File: src/design/vsp_pkg.sv
// Shared types, constants and register indexes for the silhouette projection vote block.
// No dependencies; every other design file refers to it by scoped names.
package vsp_pkg;

  localparam int IMG_ROWS = 512;
  localparam int IMG_COLS = 512;
  localparam int GRID_X   = 64;
  localparam int GRID_Y   = 64;
  localparam int GRID_Z   = 64;

  localparam int ROW_W      = 9;
  localparam int COL_W      = 9;
  localparam int VOX_W      = 6;
  localparam int SIL_AW     = 18;
  localparam int VOTE_AW    = 18;
  localparam int SIL_DEPTH  = IMG_ROWS * IMG_COLS;
  localparam int VOTE_DEPTH = GRID_X * GRID_Y * GRID_Z;

  localparam int COEF_W = 32;
  localparam int W_W    = 17;
  localparam int PROD_W = 49;
  localparam int NUM_W  = 50;
  localparam int MAG_W  = 49;
  localparam int Q_W    = 32;

  localparam int QD  = 4;
  localparam int QAW = 2;

  localparam int CFG_IW = 3;

  localparam logic [1:0] OP_LOAD = 2'd0;
  localparam logic [1:0] OP_VOTE = 2'd1;
  localparam logic [1:0] OP_READ = 2'd2;

  localparam logic [7:0] PIX_OBJECT = 8'd255;

  localparam logic [CFG_IW-1:0] CFG_R0A    = 3'd0;
  localparam logic [CFG_IW-1:0] CFG_R0B    = 3'd1;
  localparam logic [CFG_IW-1:0] CFG_R1A    = 3'd2;
  localparam logic [CFG_IW-1:0] CFG_R1B    = 3'd3;
  localparam logic [CFG_IW-1:0] CFG_R2A    = 3'd4;
  localparam logic [CFG_IW-1:0] CFG_R2B    = 3'd5;
  localparam logic [CFG_IW-1:0] CFG_ORIGIN = 3'd6;

  typedef struct packed {
    logic [1:0]       op;
    logic [ROW_W-1:0] pix_row;
    logic [COL_W-1:0] pix_col;
    logic [7:0]       pix_value;
    logic [VOX_W-1:0] vox_x;
    logic [VOX_W-1:0] vox_y;
    logic [VOX_W-1:0] vox_z;
  } vsp_in_t;

  typedef struct packed {
    logic                  hit;
    logic [7:0]            vote_count;
    logic signed [Q_W-1:0] proj_col;
    logic signed [Q_W-1:0] proj_row;
  } vsp_out_t;

  typedef struct packed {
    logic [1:0]         op;
    logic               in_grid;
    logic [VOTE_AW-1:0] vote_addr;
    logic               sil_wr_ok;
    logic [SIL_AW-1:0]  sil_addr;
    logic               sil_set;
  } vsp_tag_t;

  typedef struct packed {
    vsp_tag_t              tag;
    logic signed [W_W-1:0] w0;
    logic signed [W_W-1:0] w1;
    logic signed [W_W-1:0] w2;
  } vsp_item_t;

  typedef struct packed {
    logic [5:0][63:0] coef;
  } vsp_cfg_t;

  typedef struct packed {
    vsp_tag_t             tag;
    logic [MAG_W-1:0]     remc;
    logic [MAG_W-1:0]     remr;
    logic [MAG_W-1:0]     nc;
    logic [MAG_W-1:0]     nr;
    logic [MAG_W-1:0]     qc;
    logic [MAG_W-1:0]     qr;
    logic [MAG_W-1:0]     d;
    logic                 negc;
    logic                 negr;
    logic                 dz;
  } vsp_div_t;

  typedef struct packed {
    vsp_tag_t              tag;
    logic                  in_img;
    logic [SIL_AW-1:0]     sil_rd_addr;
    logic signed [Q_W-1:0] pc;
    logic signed [Q_W-1:0] pr;
  } vsp_proj_t;

endpackage

File: src/design/vsp_front.sv
// Front end: configuration registers, word decode and a short queue towards the back end.
// Depends on vsp_pkg.
module vsp_front (
  input  logic                       clk,
  input  logic                       rst_n,
  input  logic                       in_valid,
  output logic                       in_ready,
  input  vsp_pkg::vsp_in_t           in_data,
  input  logic                       cfg_valid,
  output logic                       cfg_ready,
  input  logic [vsp_pkg::CFG_IW-1:0] cfg_index,
  input  logic [63:0]                cfg_wdata,
  input  logic                       clearing,
  input  logic                       pop,
  output logic                       head_v,
  output vsp_pkg::vsp_item_t         head,
  output vsp_pkg::vsp_cfg_t          cfg
);

  logic [5:0][63:0]        coef_r;
  logic [47:0]             origin_r;
  logic [vsp_pkg::QAW:0]   wr_ptr_r;
  logic [vsp_pkg::QAW:0]   rd_ptr_r;
  vsp_pkg::vsp_item_t      q_r [vsp_pkg::QD];
  vsp_pkg::vsp_item_t      item;
  logic                    full;
  logic                    push;
  logic [vsp_pkg::VOX_W-1:0] zl;

  assign cfg_ready = 1'b1;
  assign cfg.coef  = coef_r;

  always_ff @(posedge clk) begin
    if (!rst_n) begin
      coef_r   <= '0;
      origin_r <= '0;
    end else if (cfg_valid) begin
      case (cfg_index)
        vsp_pkg::CFG_R0A:    coef_r[0] <= cfg_wdata;
        vsp_pkg::CFG_R0B:    coef_r[1] <= cfg_wdata;
        vsp_pkg::CFG_R1A:    coef_r[2] <= cfg_wdata;
        vsp_pkg::CFG_R1B:    coef_r[3] <= cfg_wdata;
        vsp_pkg::CFG_R2A:    coef_r[4] <= cfg_wdata;
        vsp_pkg::CFG_R2B:    coef_r[5] <= cfg_wdata;
        vsp_pkg::CFG_ORIGIN: origin_r  <= cfg_wdata[47:0];
        default: ;
      endcase
    end
  end

  always_comb begin
    zl = vsp_pkg::VOX_W'(vsp_pkg::GRID_Z - 1) - in_data.vox_z;
    item.tag.op      = in_data.op;
    item.tag.in_grid = (int'(in_data.vox_x) < vsp_pkg::GRID_X) &&
                       (int'(in_data.vox_y) < vsp_pkg::GRID_Y) &&
                       (int'(in_data.vox_z) < vsp_pkg::GRID_Z);
    item.tag.vote_addr = vsp_pkg::VOTE_AW'(
        (vsp_pkg::VOTE_AW'(zl) * vsp_pkg::VOTE_AW'(vsp_pkg::GRID_X)
         + vsp_pkg::VOTE_AW'(in_data.vox_x)) * vsp_pkg::VOTE_AW'(vsp_pkg::GRID_Y)
        + vsp_pkg::VOTE_AW'(in_data.vox_y));
    item.tag.sil_wr_ok = (int'(in_data.pix_row) < vsp_pkg::IMG_ROWS) &&
                         (int'(in_data.pix_col) < vsp_pkg::IMG_COLS);
    item.tag.sil_addr = vsp_pkg::SIL_AW'(
        vsp_pkg::SIL_AW'(in_data.pix_row) * vsp_pkg::SIL_AW'(vsp_pkg::IMG_COLS)
        + vsp_pkg::SIL_AW'(in_data.pix_col));
    item.tag.sil_set = (in_data.pix_value == vsp_pkg::PIX_OBJECT);
    item.w0 = vsp_pkg::W_W'($signed(origin_r[47:32])) + $signed(vsp_pkg::W_W'(in_data.vox_x));
    item.w1 = vsp_pkg::W_W'($signed(origin_r[31:16])) + $signed(vsp_pkg::W_W'(in_data.vox_y));
    item.w2 = vsp_pkg::W_W'($signed(origin_r[15:0]))  + $signed(vsp_pkg::W_W'(in_data.vox_z));
  end

  assign full = (wr_ptr_r[vsp_pkg::QAW] != rd_ptr_r[vsp_pkg::QAW]) &&
                (wr_ptr_r[vsp_pkg::QAW-1:0] == rd_ptr_r[vsp_pkg::QAW-1:0]);
  assign head_v   = (wr_ptr_r != rd_ptr_r);
  assign in_ready = !full && !clearing;
  assign push     = in_valid && in_ready;
  assign head     = q_r[rd_ptr_r[vsp_pkg::QAW-1:0]];

  always_ff @(posedge clk) begin
    if (push) begin
      q_r[wr_ptr_r[vsp_pkg::QAW-1:0]] <= item;
    end
  end

  always_ff @(posedge clk) begin
    if (!rst_n) begin
      wr_ptr_r <= '0;
      rd_ptr_r <= '0;
    end else begin
      if (push) begin
        wr_ptr_r <= wr_ptr_r + 1'b1;
      end
      if (pop) begin
        rd_ptr_r <= rd_ptr_r + 1'b1;
      end
    end
  end

endmodule

File: config.mk
export PLATFORM = sky130hd
export DESIGN_NAME = vsp_front
export DESIGN_NICKNAME = d
export VERILOG_FILES = /design/src/design/vsp_pkg.sv /design/src/design/vsp_front.sv
export SDC_FILE = /design/constraint.sdc
export NUM_CORES = 1
export LEC_CHECK = 0
export BUFFER_PORTS_ARGS = -buffer_cell sky130_fd_sc_hd__buf_4
export CORE_MARGIN = 4
export CORE_UTILIZATION = 25
export DETAILED_ROUTE_END_ITERATION = 7
export PLACE_DENSITY = 0.55
export REMOVE_ABC_BUFFERS = 1
export SLEW_MARGIN = 0
export SYNTH_ARGS = -nofsm -noshare
export SYNTH_HDL_FRONTEND = slang
export SYNTH_SLANG_ARGS = --single-unit
File: constraint.sdc
create_clock -name clk -period 3.4 [get_ports clk]
set_input_delay 0.34 -clock clk [delete_from_list [all_inputs] [get_ports clk]]
set_output_delay 0.34 -clock clk [all_outputs]
set_load 0.05 [all_outputs]
==> impl_metrics.env <==
export IMPL_p_sw_uw=5980
export IMPL_htree_levels=3
export IMPL_synth_seq_area_share_pct=64.4
export IMPL_ff_latch_area_sq_um=19600
export IMPL_route_detailed_drc=0
export IMPL_synthFlopType="dfxtp_1"
export IMPL_firstDrtPassIters=5
export IMPL_synthMostInstantiatedCell="nand2_1"
export IMPL_synth_top_family_by_area="simple AND/OR/NAND/NOR gates"
export IMPL_synth_cells=2580
export IMPL_fin_skew_ps=53.4
export IMPL_worst_pin_slew_ps=1050
export IMPL_num_rows=127
export IMPL_relSlewSlack_pct=30.3
export IMPL_r2r_cells=4
export IMPL_vias=21712
export IMPL_netSwitchingFraction_pct=25.9
export IMPL_dpl_worst_slack_ps=936
export IMPL_min_period_ps=2850
export IMPL_antennaDiodeCount=0
export IMPL_routed_wl_met3_mm=5.99
export IMPL_final_layout_size_suffix_gt1_share_pct=26.6
export IMPL_cp_arrival_ps=2510
export IMPL_slew_violations=0
export IMPL_worst_slack_ps=547
export IMPL_num_fill_cells=12117
export IMPL_pwr_share_clk_pct=43.4
export IMPL_setup_tns_ps=0
export IMPL_vias_per_cell=4.40
export IMPL_drv_cap=0
export IMPL_min_path_cells=3
export IMPL_wl_met2_mm=48.6
export IMPL_startpoint_type="flop"
export IMPL_vdd_drop_max_uv=347
export IMPL_die_y_um=357
export IMPL_finalSetupViolCount=0
export IMPL_clockBufferDepth=3
export IMPL_synthXorXnorAreaFrac_pct=1.29
export IMPL_yosys_area_top_type_share_pct=35.5
export IMPL_critical_path_class="flop to output port"
export IMPL_synth_area_per_cell_sq_um=11.8
export IMPL_synthTopCellsByArea="edfxtp_1, dfxtp_1, nand2_1"
export IMPL_endpoint_kind="output port"
export IMPL_yosys_area_share_simple_pct=12.2
export IMPL_rsz0062_at_grt="no"
export IMPL_hold_viol=0
export IMPL_yosys_area_top_type="edfxtp_1"
export IMPL_numPortBuffers=594
export IMPL_cp_max_fo=38
export IMPL_grt_overflow_total=0
export IMPL_synth_edf_count=360
export IMPL_grt_use_total_pct=15.4
export IMPL_synth_mux_area_share_pct=6.69
export IMPL_clk_latency_ps=680
export IMPL_synthTopCellsByCount="nand2_1, dfxtp_1, edfxtp_1"
export IMPL_synth_fa_ha_area_share_pct=1.14
export IMPL_outcome="complete, no violations"
export IMPL_die_w_um=357
export IMPL_timing_critical_path_cells="buf_12 > mux4_2 > buf_4"
export IMPL_start_util_pct=25.3
export IMPL_cp_depth=3
export IMPL_grt_pass1_vias=21530
export IMPL_cp_required_ps=3060
export IMPL_post_synth_num_cell_types=40
export IMPL_ctsResizeCount=0
export IMPL_yosys_warnings=0
export IMPL_die_area_sq_um=127000
export IMPL_antenna_found_initial=5
export IMPL_gp_congestion=0.766
export IMPL_powerDensity_nw_per_um2=563
export IMPL_path_clk_slew_ps=60
export IMPL_p_int_uw=17100
export IMPL_worst_path_max_delay_cell="mux4_2"
export IMPL_cts_buffers=90
export IMPL_cp_top_family="multiplexers"
export IMPL_dr_first_iter_drc_count=1344
export IMPL_wl_per_cell_um=20.6
export IMPL_multiInputGateArea_sq_um=10300
export IMPL_hpwlAfterDp_mm=67.3
export IMPL_cpPeakStageDelay_ps=630
export IMPL_core_area_sq_um=120000
export IMPL_grt_max_degree=117
export IMPL_comb_power_share_pct=11.6
export IMPL_tritoncts="built"
export IMPL_cts_sink_count=800
export IMPL_wl_mm=102
export IMPL_async_flop_share_pct=0
export IMPL_fin_nets=3399
export IMPL_ys_ff_latch=800
export IMPL_finalPower_uw=23100
export IMPL_fmax_mhz=350
export IMPL_dr_max_layer_used="met5"
export IMPL_ant_nets=0
export IMPL_p_leak_uw=0.0148
export IMPL_synth_compound_area_share_pct=11.9
export IMPL_cts_root_buf="clkbuf_16"
export IMPL_synthToLayoutAreaGrowth_pct=34.7
export IMPL_p_seq_share_pct=45.0
export IMPL_grt_pass1_wl_mm=147
export IMPL_final_util_pct=34.1
export IMPL_path_buf_inv=2
export IMPL_netlist_area_sq_um=30500
export IMPL_io_pins=598
export IMPL_finalCritPeriodShare_pct=83.9
export IMPL_wl_met1_mm=44.1
export IMPL_worst_hold_path_type="primary input to flop"
## through the flow
stage          hold slack (ps)  std cells  cell area (sq um)
2_1_floorplan              439       2424              29800
3_3_place_gp               441       4670              36900
3_5_place_dp               445       4670              36900
4_1_cts                   21.1       4939              41000
5_1_grt                   46.7       4939              41000
6_report                  96.3       4939              41000
## registers in the layout (all words and copies together) (netlist names), named ones only
signal	cells
wr_ptr_r	3
q_r	360
origin_r	48
rd_ptr_r	3
cfg	384
## cell type report
cell class / count / area share, %
Tap cell: 1612 / 4.91
Timing Repair Buffer: 738 / 14.6
Multi-Input combinational cell: 1606 / 25.0
Inverter: 18 / 0.165
Clock buffer: 127 / 6.40
Sequential cell: 800 / 47.8
Clock inverter: 38 / 1.13
## worst register-to-register path: cells and delay by family, from the launching register on
| kind | cells | cell delay, ps |
|---|---|---|
| AO/OA/AOI/OAI | 1 | 560 |
| AND/OR/NAND/NOR | 1 | 500 |
| buffers and inverters | 1 | 430 |
| flip-flops | 1 | 390 |
| XOR/XNOR | 1 | 130 |
## power by group through the flow
stage | combinational, uW | clock (uW) | sequential (uW)
after floorplan | 1160 | 0 | 11000
after global placement | 2620 | 0 | 10600
after detailed placement | 2620 | 0 | 10600
after CTS | 2730 | 10300 | 10400
after global routing | 2830 | 10800 | 10400
final | 2680 | 10000 | 10400
## layer usage
metal | up-vias | global-route usage [%]
met5 | - | 0
met4 | 4 | 5.12
met3 | 160 | 3.64
met2 | 553 | 25.5
met1 | 10722 | 19.9
li1 | 10273 | -
## path summary, 6_finish.rpt
| kind | startpoint | end | slack (ps) |
|---|---|---|---|
| worst min register to register | cfg[45] | cfg[45] | 450 |
| worst max-delay path | flop | head[75] | 550 |
| worst max register to register | wr_ptr_r[0] | q_r[1][18] | 1020 |
| worst min-delay path | in_data[18] | q_r[0][51] | 100 |
## what timing repair did
action                    4_1_cts  5_1_grt
setup buffers                   0        0
hold buffers                  104        0
hold endpoints to repair      584        0
## cells by family (layout without fill, tap and decap cells)
family	count (synthesis)	count (layout)
buffers and inverters	176	921
flip-flops	800	800
multiplexers	91	91
AO/OA/AOI/OAI	484	484
adder cells (fa/ha/maj)	26	26
other	1	3
XOR/XNOR	45	45
AND/OR/NAND/NOR	957	957
## cells in the final DEF (no fill, tap or decap), drive strengths merged, types with 9 or more instances in the layout
master	instances
nand2	882
buf	634
dfxtp	440
a21boi	435
edfxtp	360
clkbuf	127
dlygate4sd3	104
mux4	90
xnor2	34
clkinv	25
ha	23
inv	22
nor2	18
nand3	13
o21ai	11
xor2	11
a21o	9
a21oi	9
nor3	9
Note: power is estimated with default switching activity, not from simulation.
